[config.mk]
export PLATFORM = sky130hd
export DESIGN_NAME = linear_interp_upsampler_stereo_flat
export DESIGN_NICKNAME = d
export VERILOG_FILES = /design/src/design/lius_pkg.sv /design/src/design/lius_if.sv /design/src/design/lius_front.sv /design/src/design/lius_queue.sv /design/src/design/lius_back.sv /design/src/design/linear_interp_upsampler_stereo.sv /design/src/flat_wrapper.sv
export VERILOG_INCLUDE_DIRS = /design/src /design/src/design
export SDC_FILE = /design/constraint.sdc
export NUM_CORES = 2
export LEC_CHECK = 0
export ABC_CLOCK_PERIOD_IN_PS = 11200
export BUFFER_PORTS_ARGS = -buffer_cell sky130_fd_sc_hd__buf_4
export CAP_MARGIN = 5
export CORE_MARGIN = 1
export CORE_UTILIZATION = 60
export CTS_BUF_LIST = sky130_fd_sc_hd__clkbuf_16
export DETAILED_ROUTE_END_ITERATION = 12
export GPL_ROUTABILITY_DRIVEN = 0
export PLACE_DENSITY = 0.81
export REMOVE_ABC_BUFFERS = 1
export SETUP_SLACK_MARGIN = 0.4
export SLEW_MARGIN = 20
export SYNTH_ARGS = -nofsm -noshare
export SYNTH_HDL_FRONTEND = slang
export SYNTH_SLANG_ARGS = --single-unit
[constraint.sdc]
create_clock -name clk -period 11.2 [get_ports clk]
set_input_delay 0.56 -clock clk [delete_from_list [all_inputs] [get_ports clk]]
set_output_delay 0.56 -clock clk [all_outputs]
set_load 0.005 [all_outputs]
[src/design/linear_interp_upsampler_stereo_macros.svh]
// ---------------------------------------------------------------------------
// Assertion macros for the linear interpolation upsampler
// Concurrent checks sampled on clk and held off while rst_n is low.
// ---------------------------------------------------------------------------
`ifndef LINEAR_INTERP_UPSAMPLER_STEREO_MACROS_SVH
`define LINEAR_INTERP_UPSAMPLER_STEREO_MACROS_SVH

`ifndef NO_ASSERTIONS

// Same-cycle implication
`define LIUS_ASSERT_IMP(name, ante, cons) \
  name: assert property (@(posedge clk) disable iff (!rst_n) (ante) |-> (cons)) \
    else $error("lius: same-cycle check failed");

// Next-cycle implication
`define LIUS_ASSERT_NXT(name, ante, cons) \
  name: assert property (@(posedge clk) disable iff (!rst_n) (ante) |=> (cons)) \
    else $error("lius: next-cycle check failed");

`else

`define LIUS_ASSERT_IMP(name, ante, cons)
`define LIUS_ASSERT_NXT(name, ante, cons)

`endif

`endif

[src/design/lius_pkg.sv]
`timescale 1ns / 1ps
// ---------------------------------------------------------------------------
// lius_pkg
// Shared widths, job descriptor, sequencer states and the reciprocal table
// for the linear interpolation upsampler.
// ---------------------------------------------------------------------------
package lius_pkg;

  // Field widths
  localparam int SAMPLE_W     = 16;
  localparam int CFG_W        = 5;
  localparam int REPEAT_RESET = 3;

  // Frame budget per utterance
  localparam int FRAME_LIMIT = 524288;
  localparam int FRAMES_W    = 20;

  // Repeat count range and derived widths
  localparam int MAX_REPEAT = 16;
  localparam int REP_W      = $clog2(MAX_REPEAT + 1);
  localparam int CNT_W      = $clog2(MAX_REPEAT);

  // Interpolation numerator: sample times repeat count
  localparam int ACC_W  = SAMPLE_W + REP_W;
  localparam int MAG_W  = ACC_W - 1;
  localparam int DIFF_W = SAMPLE_W + 1;

  // Reciprocal divide: q = (|n| * ceil(2^SHIFT / d)) >> SHIFT, exact for |n| < 2^MAG_W
  localparam int RECIP_SHIFT = 25;
  localparam int RECIP_W     = RECIP_SHIFT + 1;
  localparam int PROD_W      = MAG_W + RECIP_W;

  // Job queue between front and back
  localparam int QUEUE_DEPTH = 2;
  localparam int QPTR_W      = (QUEUE_DEPTH > 1) ? $clog2(QUEUE_DEPTH) : 1;
  localparam int QCNT_W      = $clog2(QUEUE_DEPTH + 1);

  // One accepted sample, classified by the front
  typedef struct packed {
    logic signed [SAMPLE_W-1:0] prev;
    logic signed [SAMPLE_W-1:0] curr;
    logic                       interp;  // a previous sample exists
    logic                       eou;     // final sample: hold frames, then clear
  } job_t;

  // Queue head as seen by the back
  typedef struct packed {
    logic valid;
    job_t job;
  } q_head_t;

  // Back sequencer states
  typedef enum logic [1:0] {
    SEQ_IDLE,
    SEQ_INTERP,
    SEQ_HOLD
  } seq_state_t;

  // Clamp the configured count into 1..MAX_REPEAT
  function automatic logic [REP_W-1:0] clamp_repeat(input logic [CFG_W-1:0] r);
    logic [REP_W-1:0] res;
    if (r == '0) begin
      res = REP_W'(1);
    end else if (r > CFG_W'(MAX_REPEAT)) begin
      res = REP_W'(MAX_REPEAT);
    end else begin
      res = REP_W'(r);
    end
    return res;
  endfunction

  // ceil(2^RECIP_SHIFT / d) for d = 1..MAX_REPEAT
  function automatic logic [RECIP_W-1:0] recip(input logic [REP_W-1:0] d);
    logic [RECIP_W-1:0] res;
    unique case (d)
      REP_W'(1):  res = RECIP_W'(33554432);
      REP_W'(2):  res = RECIP_W'(16777216);
      REP_W'(3):  res = RECIP_W'(11184811);
      REP_W'(4):  res = RECIP_W'(8388608);
      REP_W'(5):  res = RECIP_W'(6710887);
      REP_W'(6):  res = RECIP_W'(5592406);
      REP_W'(7):  res = RECIP_W'(4793491);
      REP_W'(8):  res = RECIP_W'(4194304);
      REP_W'(9):  res = RECIP_W'(3728271);
      REP_W'(10): res = RECIP_W'(3355444);
      REP_W'(11): res = RECIP_W'(3050403);
      REP_W'(12): res = RECIP_W'(2796203);
      REP_W'(13): res = RECIP_W'(2581111);
      REP_W'(14): res = RECIP_W'(2396746);
      REP_W'(15): res = RECIP_W'(2236963);
      REP_W'(16): res = RECIP_W'(2097152);
      default:    res = RECIP_W'(33554432);
    endcase
    return res;
  endfunction

endpackage

[src/design/lius_if.sv]
`timescale 1ns / 1ps
// ---------------------------------------------------------------------------
// lius_if
// Valid/ready channel interfaces: mono sample input and stereo frame output.
// ---------------------------------------------------------------------------
interface lius_in_if import lius_pkg::*; ();
  logic                       valid;
  logic                       ready;
  logic signed [SAMPLE_W-1:0] sample_in;
  logic                       end_of_utterance;

  modport source (output valid, output sample_in, output end_of_utterance, input ready);
  modport sink   (input valid, input sample_in, input end_of_utterance, output ready);
endinterface

interface lius_out_if import lius_pkg::*; ();
  logic                       valid;
  logic                       ready;
  logic signed [SAMPLE_W-1:0] left_out;
  logic signed [SAMPLE_W-1:0] right_out;
  logic                       last_frame;
  logic                       truncated;

  modport source (output valid, output left_out, output right_out, output last_frame,
                  output truncated, input ready);
  modport sink   (input valid, input left_out, input right_out, input last_frame,
                  input truncated, output ready);
endinterface

[src/design/lius_front.sv]
`timescale 1ns / 1ps
// ---------------------------------------------------------------------------
// lius_front
// Accepts samples, tracks the previous sample and turns each transfer into
// a job descriptor for the queue.
// ---------------------------------------------------------------------------
module lius_front import lius_pkg::*; (
  input  logic      clk,
  input  logic      rst_n,
  lius_in_if.sink   in_ch,
  input  logic      queue_full,
  output logic      push_valid,
  output job_t      push_job
);

  logic signed [SAMPLE_W-1:0] prev_r, prev_nxt;
  logic                       have_prev_r, have_prev_nxt;
  logic                       accept;

  assign in_ch.ready = !queue_full;
  assign accept      = in_ch.valid && in_ch.ready;

  // Job built from the stored sample and the incoming one
  assign push_valid      = accept;
  assign push_job.prev   = prev_r;
  assign push_job.curr   = in_ch.sample_in;
  assign push_job.interp = have_prev_r;
  assign push_job.eou    = in_ch.end_of_utterance;

  // Previous-sample tracking; end of utterance starts over
  always_comb begin
    prev_nxt      = prev_r;
    have_prev_nxt = have_prev_r;
    if (accept) begin
      if (in_ch.end_of_utterance) begin
        prev_nxt      = '0;
        have_prev_nxt = 1'b0;
      end else begin
        prev_nxt      = in_ch.sample_in;
        have_prev_nxt = 1'b1;
      end
    end
  end

  always_ff @(posedge clk) begin
    if (!rst_n) begin
      prev_r      <= '0;
      have_prev_r <= 1'b0;
    end else begin
      prev_r      <= prev_nxt;
      have_prev_r <= have_prev_nxt;
    end
  end

endmodule

[src/design/lius_queue.sv]
`timescale 1ns / 1ps
// ---------------------------------------------------------------------------
// lius_queue
// Short job FIFO between the front and the back.
// ---------------------------------------------------------------------------
module lius_queue import lius_pkg::*; (
  input  logic    clk,
  input  logic    rst_n,
  input  logic    push_valid,
  input  job_t    push_job,
  output logic    full,
  input  logic    pop,
  output q_head_t head
);

  job_t              mem_r [QUEUE_DEPTH];
  logic [QPTR_W-1:0] wr_ptr_r, wr_ptr_nxt;
  logic [QPTR_W-1:0] rd_ptr_r, rd_ptr_nxt;
  logic [QCNT_W-1:0] count_r, count_nxt;
  logic              do_push, do_pop;

  assign full       = (count_r == QCNT_W'(QUEUE_DEPTH));
  assign head.valid = (count_r != '0);
  assign head.job   = mem_r[rd_ptr_r];

  assign do_push = push_valid && !full;
  assign do_pop  = pop && head.valid;

  // Pointer and fill count update
  always_comb begin
    wr_ptr_nxt = wr_ptr_r;
    rd_ptr_nxt = rd_ptr_r;
    count_nxt  = count_r;
    if (do_push) begin
      wr_ptr_nxt = (wr_ptr_r == QPTR_W'(QUEUE_DEPTH - 1)) ? '0 : wr_ptr_r + QPTR_W'(1);
    end
    if (do_pop) begin
      rd_ptr_nxt = (rd_ptr_r == QPTR_W'(QUEUE_DEPTH - 1)) ? '0 : rd_ptr_r + QPTR_W'(1);
    end
    if (do_push && !do_pop) begin
      count_nxt = count_r + QCNT_W'(1);
    end else if (do_pop && !do_push) begin
      count_nxt = count_r - QCNT_W'(1);
    end
  end

  always_ff @(posedge clk) begin
    if (!rst_n) begin
      wr_ptr_r <= '0;
      rd_ptr_r <= '0;
      count_r  <= '0;
    end else begin
      wr_ptr_r <= wr_ptr_nxt;
      rd_ptr_r <= rd_ptr_nxt;
      count_r  <= count_nxt;
    end
  end

  // Storage, no reset
  always_ff @(posedge clk) begin
    if (do_push) begin
      mem_r[wr_ptr_r] <= push_job;
    end
  end

endmodule

[src/design/lius_back.sv]
`timescale 1ns / 1ps
// ---------------------------------------------------------------------------
// lius_back
// Frame sequencer with capacity tracking, followed by a reciprocal-multiply
// divide pipeline and the output register.
// ---------------------------------------------------------------------------
module lius_back import lius_pkg::*; (
  input  logic             clk,
  input  logic             rst_n,
  input  logic [CFG_W-1:0] repeat_count,
  input  q_head_t          head,
  output logic             pop,
  lius_out_if.source       out_ch
);

  // Sequencer state
  seq_state_t                 state_r, state_nxt;
  logic signed [ACC_W-1:0]    acc_r, acc_nxt;
  logic signed [DIFF_W-1:0]   diff_r, diff_nxt;
  logic [CNT_W-1:0]           cnt_r, cnt_nxt;
  logic                       eou_r, eou_nxt;
  logic [FRAMES_W-1:0]        fe_r, fe_nxt;
  logic                       cap_r, cap_nxt;

  // Issue stage
  logic                       a_valid_r;
  logic                       a_neg_r;
  logic [MAG_W-1:0]           a_mag_r;
  logic [REP_W-1:0]           a_rep_r;
  logic                       a_last_r, a_trunc_r;

  // Product stage
  logic                       b_valid_r;
  logic                       b_neg_r;
  logic [PROD_W-1:0]          b_prod_r;
  logic                       b_last_r, b_trunc_r;

  // Output stage
  logic                       c_valid_r;
  logic signed [SAMPLE_W-1:0] c_data_r;
  logic                       c_last_r, c_trunc_r;

  logic [REP_W-1:0]           rep;
  logic [CNT_W-1:0]           rep_m1;
  logic                       advance;
  logic [FRAMES_W-1:0]        fe_inc;
  logic                       hit;
  logic                       issue, issue_last, issue_trunc, nat_last;
  logic signed [SAMPLE_W-1:0] mul_src;
  logic signed [ACC_W-1:0]    mul_a, mul_b, mul_p;
  logic [MAG_W-1:0]           quot;
  logic signed [MAG_W:0]      quot_s;

  assign rep     = clamp_repeat(repeat_count);
  assign rep_m1  = CNT_W'(rep - REP_W'(1));
  assign advance = !c_valid_r || out_ch.ready;
  assign fe_inc  = fe_r + FRAMES_W'(1);
  assign hit     = (fe_inc >= FRAMES_W'(FRAME_LIMIT));

  // Start numerator: previous (or final) sample times the repeat count
  assign mul_src = head.job.interp ? head.job.prev : head.job.curr;
  assign mul_a   = ACC_W'(mul_src);
  assign mul_b   = ACC_W'($signed({1'b0, rep}));
  assign mul_p   = mul_a * mul_b;

  // Sequencer: one frame per cycle while the pipeline advances
  always_comb begin
    state_nxt   = state_r;
    acc_nxt     = acc_r;
    diff_nxt    = diff_r;
    cnt_nxt     = cnt_r;
    eou_nxt     = eou_r;
    fe_nxt      = fe_r;
    cap_nxt     = cap_r;
    pop         = 1'b0;
    issue       = 1'b0;
    issue_last  = 1'b0;
    issue_trunc = 1'b0;
    nat_last    = 1'b0;
    unique case (state_r)
      SEQ_IDLE: begin
        if (head.valid) begin
          pop = 1'b1;
          if (!cap_r && head.job.interp) begin
            acc_nxt   = mul_p;
            diff_nxt  = DIFF_W'(head.job.curr) - DIFF_W'(head.job.prev);
            cnt_nxt   = '0;
            eou_nxt   = head.job.eou;
            state_nxt = SEQ_INTERP;
          end else if (!cap_r && head.job.eou) begin
            acc_nxt   = mul_p;
            diff_nxt  = '0;
            cnt_nxt   = '0;
            eou_nxt   = 1'b1;
            state_nxt = SEQ_HOLD;
          end else if (head.job.eou) begin
            fe_nxt  = '0;
            cap_nxt = 1'b0;
          end
        end
      end
      SEQ_INTERP: begin
        if (advance) begin
          issue   = 1'b1;
          fe_nxt  = fe_inc;
          acc_nxt = acc_r + ACC_W'(diff_r);
          cnt_nxt = cnt_r + CNT_W'(1);
          if (hit) begin
            // capacity filled mid-ramp: stop the job
            issue_last  = 1'b1;
            issue_trunc = 1'b1;
            state_nxt   = SEQ_IDLE;
            if (eou_r) begin
              fe_nxt  = '0;
              cap_nxt = 1'b0;
            end else begin
              cap_nxt = 1'b1;
            end
          end else if (cnt_r == rep_m1) begin
            // after R steps acc holds curr*R, ready for the hold frames
            if (eou_r) begin
              cnt_nxt   = '0;
              diff_nxt  = '0;
              state_nxt = SEQ_HOLD;
            end else begin
              state_nxt = SEQ_IDLE;
            end
          end
        end
      end
      SEQ_HOLD: begin
        if (advance) begin
          issue       = 1'b1;
          nat_last    = (cnt_r == rep_m1);
          fe_nxt      = fe_inc;
          cnt_nxt     = cnt_r + CNT_W'(1);
          issue_last  = nat_last || hit;
          issue_trunc = hit && !nat_last;
          if (hit || nat_last) begin
            state_nxt = SEQ_IDLE;
            fe_nxt    = '0;
            cap_nxt   = 1'b0;
          end
        end
      end
      default: begin
        state_nxt = SEQ_IDLE;
      end
    endcase
  end

  always_ff @(posedge clk) begin
    if (!rst_n) begin
      state_r <= SEQ_IDLE;
      fe_r    <= '0;
      cap_r   <= 1'b0;
      eou_r   <= 1'b0;
      cnt_r   <= '0;
    end else begin
      state_r <= state_nxt;
      fe_r    <= fe_nxt;
      cap_r   <= cap_nxt;
      eou_r   <= eou_nxt;
      cnt_r   <= cnt_nxt;
    end
  end

  always_ff @(posedge clk) begin
    acc_r  <= acc_nxt;
    diff_r <= diff_nxt;
  end

  // Pipeline valids: the whole pipe moves when the output slot frees
  always_ff @(posedge clk) begin
    if (!rst_n) begin
      a_valid_r <= 1'b0;
      b_valid_r <= 1'b0;
      c_valid_r <= 1'b0;
    end else if (advance) begin
      a_valid_r <= issue;
      b_valid_r <= a_valid_r;
      c_valid_r <= b_valid_r;
    end
  end

  // Divide pipeline payload
  assign quot   = b_prod_r[RECIP_SHIFT +: MAG_W];
  assign quot_s = $signed({1'b0, quot});

  always_ff @(posedge clk) begin
    if (advance) begin
      // issue: split numerator into sign and magnitude
      a_neg_r   <= acc_r[ACC_W-1];
      a_mag_r   <= acc_r[ACC_W-1] ? MAG_W'(-acc_r) : MAG_W'(acc_r);
      a_rep_r   <= rep;
      a_last_r  <= issue_last;
      a_trunc_r <= issue_trunc;
      // multiply by the reciprocal
      b_neg_r   <= a_neg_r;
      b_prod_r  <= a_mag_r * recip(a_rep_r);
      b_last_r  <= a_last_r;
      b_trunc_r <= a_trunc_r;
      // shift, restore sign (truncation toward zero)
      c_data_r  <= SAMPLE_W'(b_neg_r ? -quot_s : quot_s);
      c_last_r  <= b_last_r;
      c_trunc_r <= b_trunc_r;
    end
  end

  assign out_ch.valid      = c_valid_r;
  assign out_ch.left_out   = c_data_r;
  assign out_ch.right_out  = c_data_r;
  assign out_ch.last_frame = c_last_r;
  assign out_ch.truncated  = c_trunc_r;

endmodule

[src/design/linear_interp_upsampler_stereo.sv]
`timescale 1ns / 1ps
// Linear interpolation upsampler, mono in, stereo out. Each transferred sample
// produces repeat_count frames (clamped to 1..16) stepping linearly from the
// previous sample to the new one; the first sample of an utterance only primes
// the state, and the sample flagged end_of_utterance adds repeat_count more
// frames holding that sample, the last of them flagged last_frame. Once 524288
// frames have left in one utterance, the frame that reached the limit carries
// last_frame (and truncated, unless it was the natural end) and further items
// yield nothing until the utterance ends. The back sequencer issues one frame
// per cycle while the output is not stalled, and takes each job from the queue
// in its idle state before issuing the job's frames; a priming sample is only
// taken. Frames then pass through the issue, product and output registers.
// A two-entry job queue lets the input run ahead of the output. Write
// repeat_count only while the block is idle.
// ---------------------------------------------------------------------------
// linear_interp_upsampler_stereo
// Top level: configuration register, front, job queue and back.
// ---------------------------------------------------------------------------
`include "linear_interp_upsampler_stereo_macros.svh"

module linear_interp_upsampler_stereo import lius_pkg::*; (
  input  logic             clk,
  input  logic             rst_n,
  input  logic             cfg_we,
  input  logic [CFG_W-1:0] cfg_wdata,
  lius_in_if.sink          in_ch,
  lius_out_if.source       out_ch
);

  logic [CFG_W-1:0] repeat_count_r, repeat_count_nxt;
  logic             push_valid;
  job_t             push_job;
  logic             queue_full;
  logic             pop;
  q_head_t          head;

  // Repeat count register
  assign repeat_count_nxt = cfg_we ? cfg_wdata : repeat_count_r;

  always_ff @(posedge clk) begin
    if (!rst_n) begin
      repeat_count_r <= CFG_W'(REPEAT_RESET);
    end else begin
      repeat_count_r <= repeat_count_nxt;
    end
  end

  lius_front u_front (
    .clk        (clk),
    .rst_n      (rst_n),
    .in_ch      (in_ch),
    .queue_full (queue_full),
    .push_valid (push_valid),
    .push_job   (push_job)
  );

  lius_queue u_queue (
    .clk        (clk),
    .rst_n      (rst_n),
    .push_valid (push_valid),
    .push_job   (push_job),
    .full       (queue_full),
    .pop        (pop),
    .head       (head)
  );

  lius_back u_back (
    .clk          (clk),
    .rst_n        (rst_n),
    .repeat_count (repeat_count_r),
    .head         (head),
    .pop          (pop),
    .out_ch       (out_ch)
  );

  // Checks
  `LIUS_ASSERT_IMP(a_trunc_is_last, out_ch.valid && out_ch.truncated, out_ch.last_frame)
  `LIUS_ASSERT_IMP(a_stereo_equal, out_ch.valid, out_ch.left_out == out_ch.right_out)
  `LIUS_ASSERT_IMP(a_empty_queue_ready, !head.valid, in_ch.ready)
  `LIUS_ASSERT_NXT(a_push_lands, push_valid && !pop, head.valid)

endmodule
[src/flat_wrapper.sv]
// flat-port wrapper written by rule: the top's interface ports become plain ports
module linear_interp_upsampler_stereo_flat import lius_pkg::*;
  (clk, rst_n, cfg_we, cfg_wdata, in_ch_valid, in_ch_sample_in, in_ch_end_of_utterance, in_ch_ready, out_ch_valid, out_ch_left_out, out_ch_right_out, out_ch_last_frame, out_ch_truncated, out_ch_ready);
  lius_in_if in_ch_i ();
  lius_out_if out_ch_i ();
  input  logic clk;
  input  logic rst_n;
  input  logic cfg_we;
  input  logic [CFG_W-1:0] cfg_wdata;
  input wire logic [$bits(in_ch_i.valid)-1:0] in_ch_valid;
  input wire logic [$bits(in_ch_i.sample_in)-1:0] in_ch_sample_in;
  input wire logic [$bits(in_ch_i.end_of_utterance)-1:0] in_ch_end_of_utterance;
  output wire logic [$bits(in_ch_i.ready)-1:0] in_ch_ready;
  output wire logic [$bits(out_ch_i.valid)-1:0] out_ch_valid;
  output wire logic [$bits(out_ch_i.left_out)-1:0] out_ch_left_out;
  output wire logic [$bits(out_ch_i.right_out)-1:0] out_ch_right_out;
  output wire logic [$bits(out_ch_i.last_frame)-1:0] out_ch_last_frame;
  output wire logic [$bits(out_ch_i.truncated)-1:0] out_ch_truncated;
  input wire logic [$bits(out_ch_i.ready)-1:0] out_ch_ready;
  assign in_ch_i.valid = in_ch_valid;
  assign in_ch_i.sample_in = in_ch_sample_in;
  assign in_ch_i.end_of_utterance = in_ch_end_of_utterance;
  assign in_ch_ready = in_ch_i.ready;
  assign out_ch_valid = out_ch_i.valid;
  assign out_ch_left_out = out_ch_i.left_out;
  assign out_ch_right_out = out_ch_i.right_out;
  assign out_ch_last_frame = out_ch_i.last_frame;
  assign out_ch_truncated = out_ch_i.truncated;
  assign out_ch_i.ready = out_ch_ready;
  linear_interp_upsampler_stereo u_core (.clk(clk), .rst_n(rst_n), .cfg_we(cfg_we), .cfg_wdata(cfg_wdata), .in_ch(in_ch_i), .out_ch(out_ch_i));
endmodule
==> impl_metrics.py <==
metrics = {
    "run_status": {
        "status": "finished, final reports clean",
    },
    "floorplan": {
        "dieArea_mm2": 0.0504,
        "core-area_mm2": 0.0490,
        "initial_core_util_pct": 60.7,
        "ioPinCount": 63,
        "die_w_um": 225,
        "rows": 81,
        "die_h_um": 225,
    },
    "timing": {
        "min_period_ns": 7.57,
        "rsz0062_at_grt": "false",
        "finalHoldViolCount": 0,
        "slew_headroom_pct": 20.0,
        "finalMaxSlewViolations": 0,
        "tns_ns": 0,
        "worst_pin_slew_ns": 1.19,
        "hold_slack_ns": 0.146,
        "timing.fmax_mhz": 132,
        "skew_ns": 0.0289,
        "finalCritPeriodShare_pct": 67.6,
        "setup_viol": 0,
    },
    "global_route": {
        "grt_pass1_vias": 23100,
        "grt_use_total_pct": 29.6,
        "grt_max_degree": 67,
        "gr-total-overflow": 0,
        "antenna_found_initial": 1,
        "grt_pass1_wl_um": 117000,
    },
    "routing": {
        "wl_met3_um": 5720,
        "ant_nets": 0,
        "routedLengthMet1_um": 27100,
        "wl_per_cell_um": 19.5,
        "drt-pass1-iter-count": 5,
        "vias": 21500,
        "via_per_inst": 5.80,
        "wl_met2_um": 35500,
        "top_layer": "met4",
        "finalWirelength_um": 72200,
        "drc": 0,
        "dr.first_iter.drc_count": 1983,
    },
    "synthesis": {
        "ys_warn_count": 0,
        "yosys.area.top_type_share_pct": 31.6,
        "synth_fa_ha_area_share_pct": 40.5,
        "yosys.area.top_type": "fa_1",
        "netlist_top_cells_area": "fa_1 32%, edfxtp_1 17%, ha_1 9.0%, inv_1 7.0%, dfxtp_1 5.5%",
        "syn_inst": 3061,
        "mappedNetlistArea_mm2": 0.0297,
        "postSynth.asyncResetShare_pct": 0,
        "synthFlopType": "edfxtp_1",
        "synth_cell_type_count": 82,
        "synth-xor-area-share_pct": 3.27,
        "yosysMostFrequentCell": "inv_1",
        "synthMuxAreaShare_pct": 1.80,
        "synth.avg_cell_area_um2": 9.71,
        "synth_simple_gate_area_share_pct": 15.3,
        "yosys-top-cells-count": "553 x inv_1, 469 x fa_1, 365 x nand2_1",
        "synth_top_family_by_area": "adder cells",
        "ys_seq_area_share_pct": 22.7,
        "synth_compound_gate_area_share_pct": 7.22,
        "synth_seq_cells": 252,
        "synth_edf_count": 171,
    },
    "critical_path": {
        "arrival_ns": 7.89,
        "critPathMaxStageDelay_ns": 1.07,
        "cp_max_fo": 23,
        "crit_required_ns": 11.52,
        "criticalPathCategory": "reg2reg",
        "critical_path.cell_chain": "nand2_1 > fa_1 > inv_1 > fa_1 > inv_1 > fa_1 > inv_1 > fa_1 > fa_1 > fa_1 > inv_1 > fa_1 > inv_1 > ha_1 > nand4_1 > nor4_1 > o2111ai_1 > o211ai_1 > a31o_2 > nand4_1 > and3b_1 > o21ai_1 > xor2_1",
        "crit_top_cell": "fa_1",
        "slowest_stage": "edfxtp_1",
        "end_kind": "register",
        "worstSetupStartpointType": "register",
    },
    "cells_and_area": {
        "fillers": 3731,
        "layout.cells.non_filler": 3709,
        "register_area_mm2": 0.00676,
        "multi_input_area_mm2": 0.0203,
        "syn_to_final_growth_pct": 5.93,
        "nNetsFinal": 3730,
        "drive_gt1_share_pct": 5.42,
    },
    "cts": {
        "postCtsSetupRepairBufs": 0,
        "cts-root-buf": "clkbuf_16",
        "clock-sinks": 252,
        "hold_buffers": 0,
        "htree_levels": 1,
        "cts_tree": "built",
        "clkTransAtPathRegs_ns": 0.06,
        "ctsResizeCount": 0,
        "clock_path_buffers": 3,
        "clock_latency_ns": 0.60,
        "cts_buffers": 28,
    },
    "hold_path": {
        "hold_class": "in2reg",
    },
    "run": {
        "drv_cap": 0,
    },
    "place": {
        "io_buffer_count": 62,
        "hpwl_um": 55000,
        "placedCellCount": 3654,
    },
}
[worst max-delay path: cells and delay by family (launching register included)]
kind | cells | cell delay, ns
simple gates | 5 | 1.08
fa+ha+maj | 8 | 3.90
buf+inv | 5 | 0.26
flops | 1 | 1.07
compound gates | 4 | 0.90
xor+xnor | 1 | 0.08
[final timing paths]
| path | from | end | slack [ns] | cells after the start |
|---|---|---|---|---|
| min reg2reg | u_core.u_back.a_last_r | u_core.u_back.b_last_r | 0.42 | 0 |
| max reg2reg | u_core.u_back.a_mag_r[7] | u_core.u_back.b_prod_r[39] | 3.63 | 23 |
| max | u_core.u_back.a_mag_r[7] | u_core.u_back.b_prod_r[39] | 3.63 | 23 |
| min | in_ch_sample_in[7] | u_core.u_queue.mem_r[1][9] | 0.15 | 1 |
[logic make-up after synthesis]
kind of cell | after synthesis
buffers and inverters | 703
DFF | 252
AOI/OAI and AO/OA | 340
and+or+nand+nor | 922
muxes | 52
adders and majority gates | 682
xor gates and xnor gates | 110
[layer usage]
| metal | up-vias | track usage, % |
|---|---|---|
| met5 | - | 0 |
| met4 | 0 | 14.1 |
| met3 | 265 | 4.77 |
| met2 | 1037 | 51.3 |
| met1 | 10700 | 36.3 |
| li1 | 9546 | - |
[placed cells by master, fill, tap and decap left out, types with 31 or more instances in the layout]
cell and n:
nor3_1 31, dfxtp_1 80, inv_1 559, buf_4 75
ha_1 213, and2_1 242, o21ai_0 51, nand2_1 364
edfxtp_1 171, fa_1 469, xnor2_1 81, mux2i_1 40
nor2_1 129, a21oi_1 118
[final cells by class]
| cell class | count | share of cell area (%) |
|---|---|---|
| Multi-Input combinational cell | 2106 | 64.4 |
| Sequential cell | 252 | 21.5 |
| Inverter | 557 | 6.64 |
| Tap cell | 664 | 2.64 |
| Clock buffer | 29 | 2.30 |
| Timing Repair Buffer | 76 | 1.84 |
| Clock inverter | 23 | 0.703 |
| Antenna cell | 2 | 0.0159 |
[registers in the layout, summed over array words and instances (netlist names), 5 cells and up, named ones only]
signal	flops
u_core.u_back.b_prod_r	16
u_core.u_back.acc_r	21
u_core.u_queue.mem_r	68
u_core.u_back.a_mag_r	20
u_core.u_back.a_rep_r	5
u_core.u_back.fe_r	20
u_core.u_back.out_ch.left_out	16
u_core.u_back.diff_r	17
u_core.u_front.prev_r	16
u_core.repeat_count_r	5
[metrics by stage]
step	instance area, um^2	setup slack (ns)	util, %
after floorplan	29100	3.99	-
after global placement	30500	3.94	62.3
after detailed placement	30500	3.83	62.3
after CTS	31500	3.80	64.3
after global routing	31500	3.35	64.3
final	31500	3.63	64.3
Power is not shown: default switching activity piles up to over one toggle a cycle in this logic, so the estimate is an artifact.
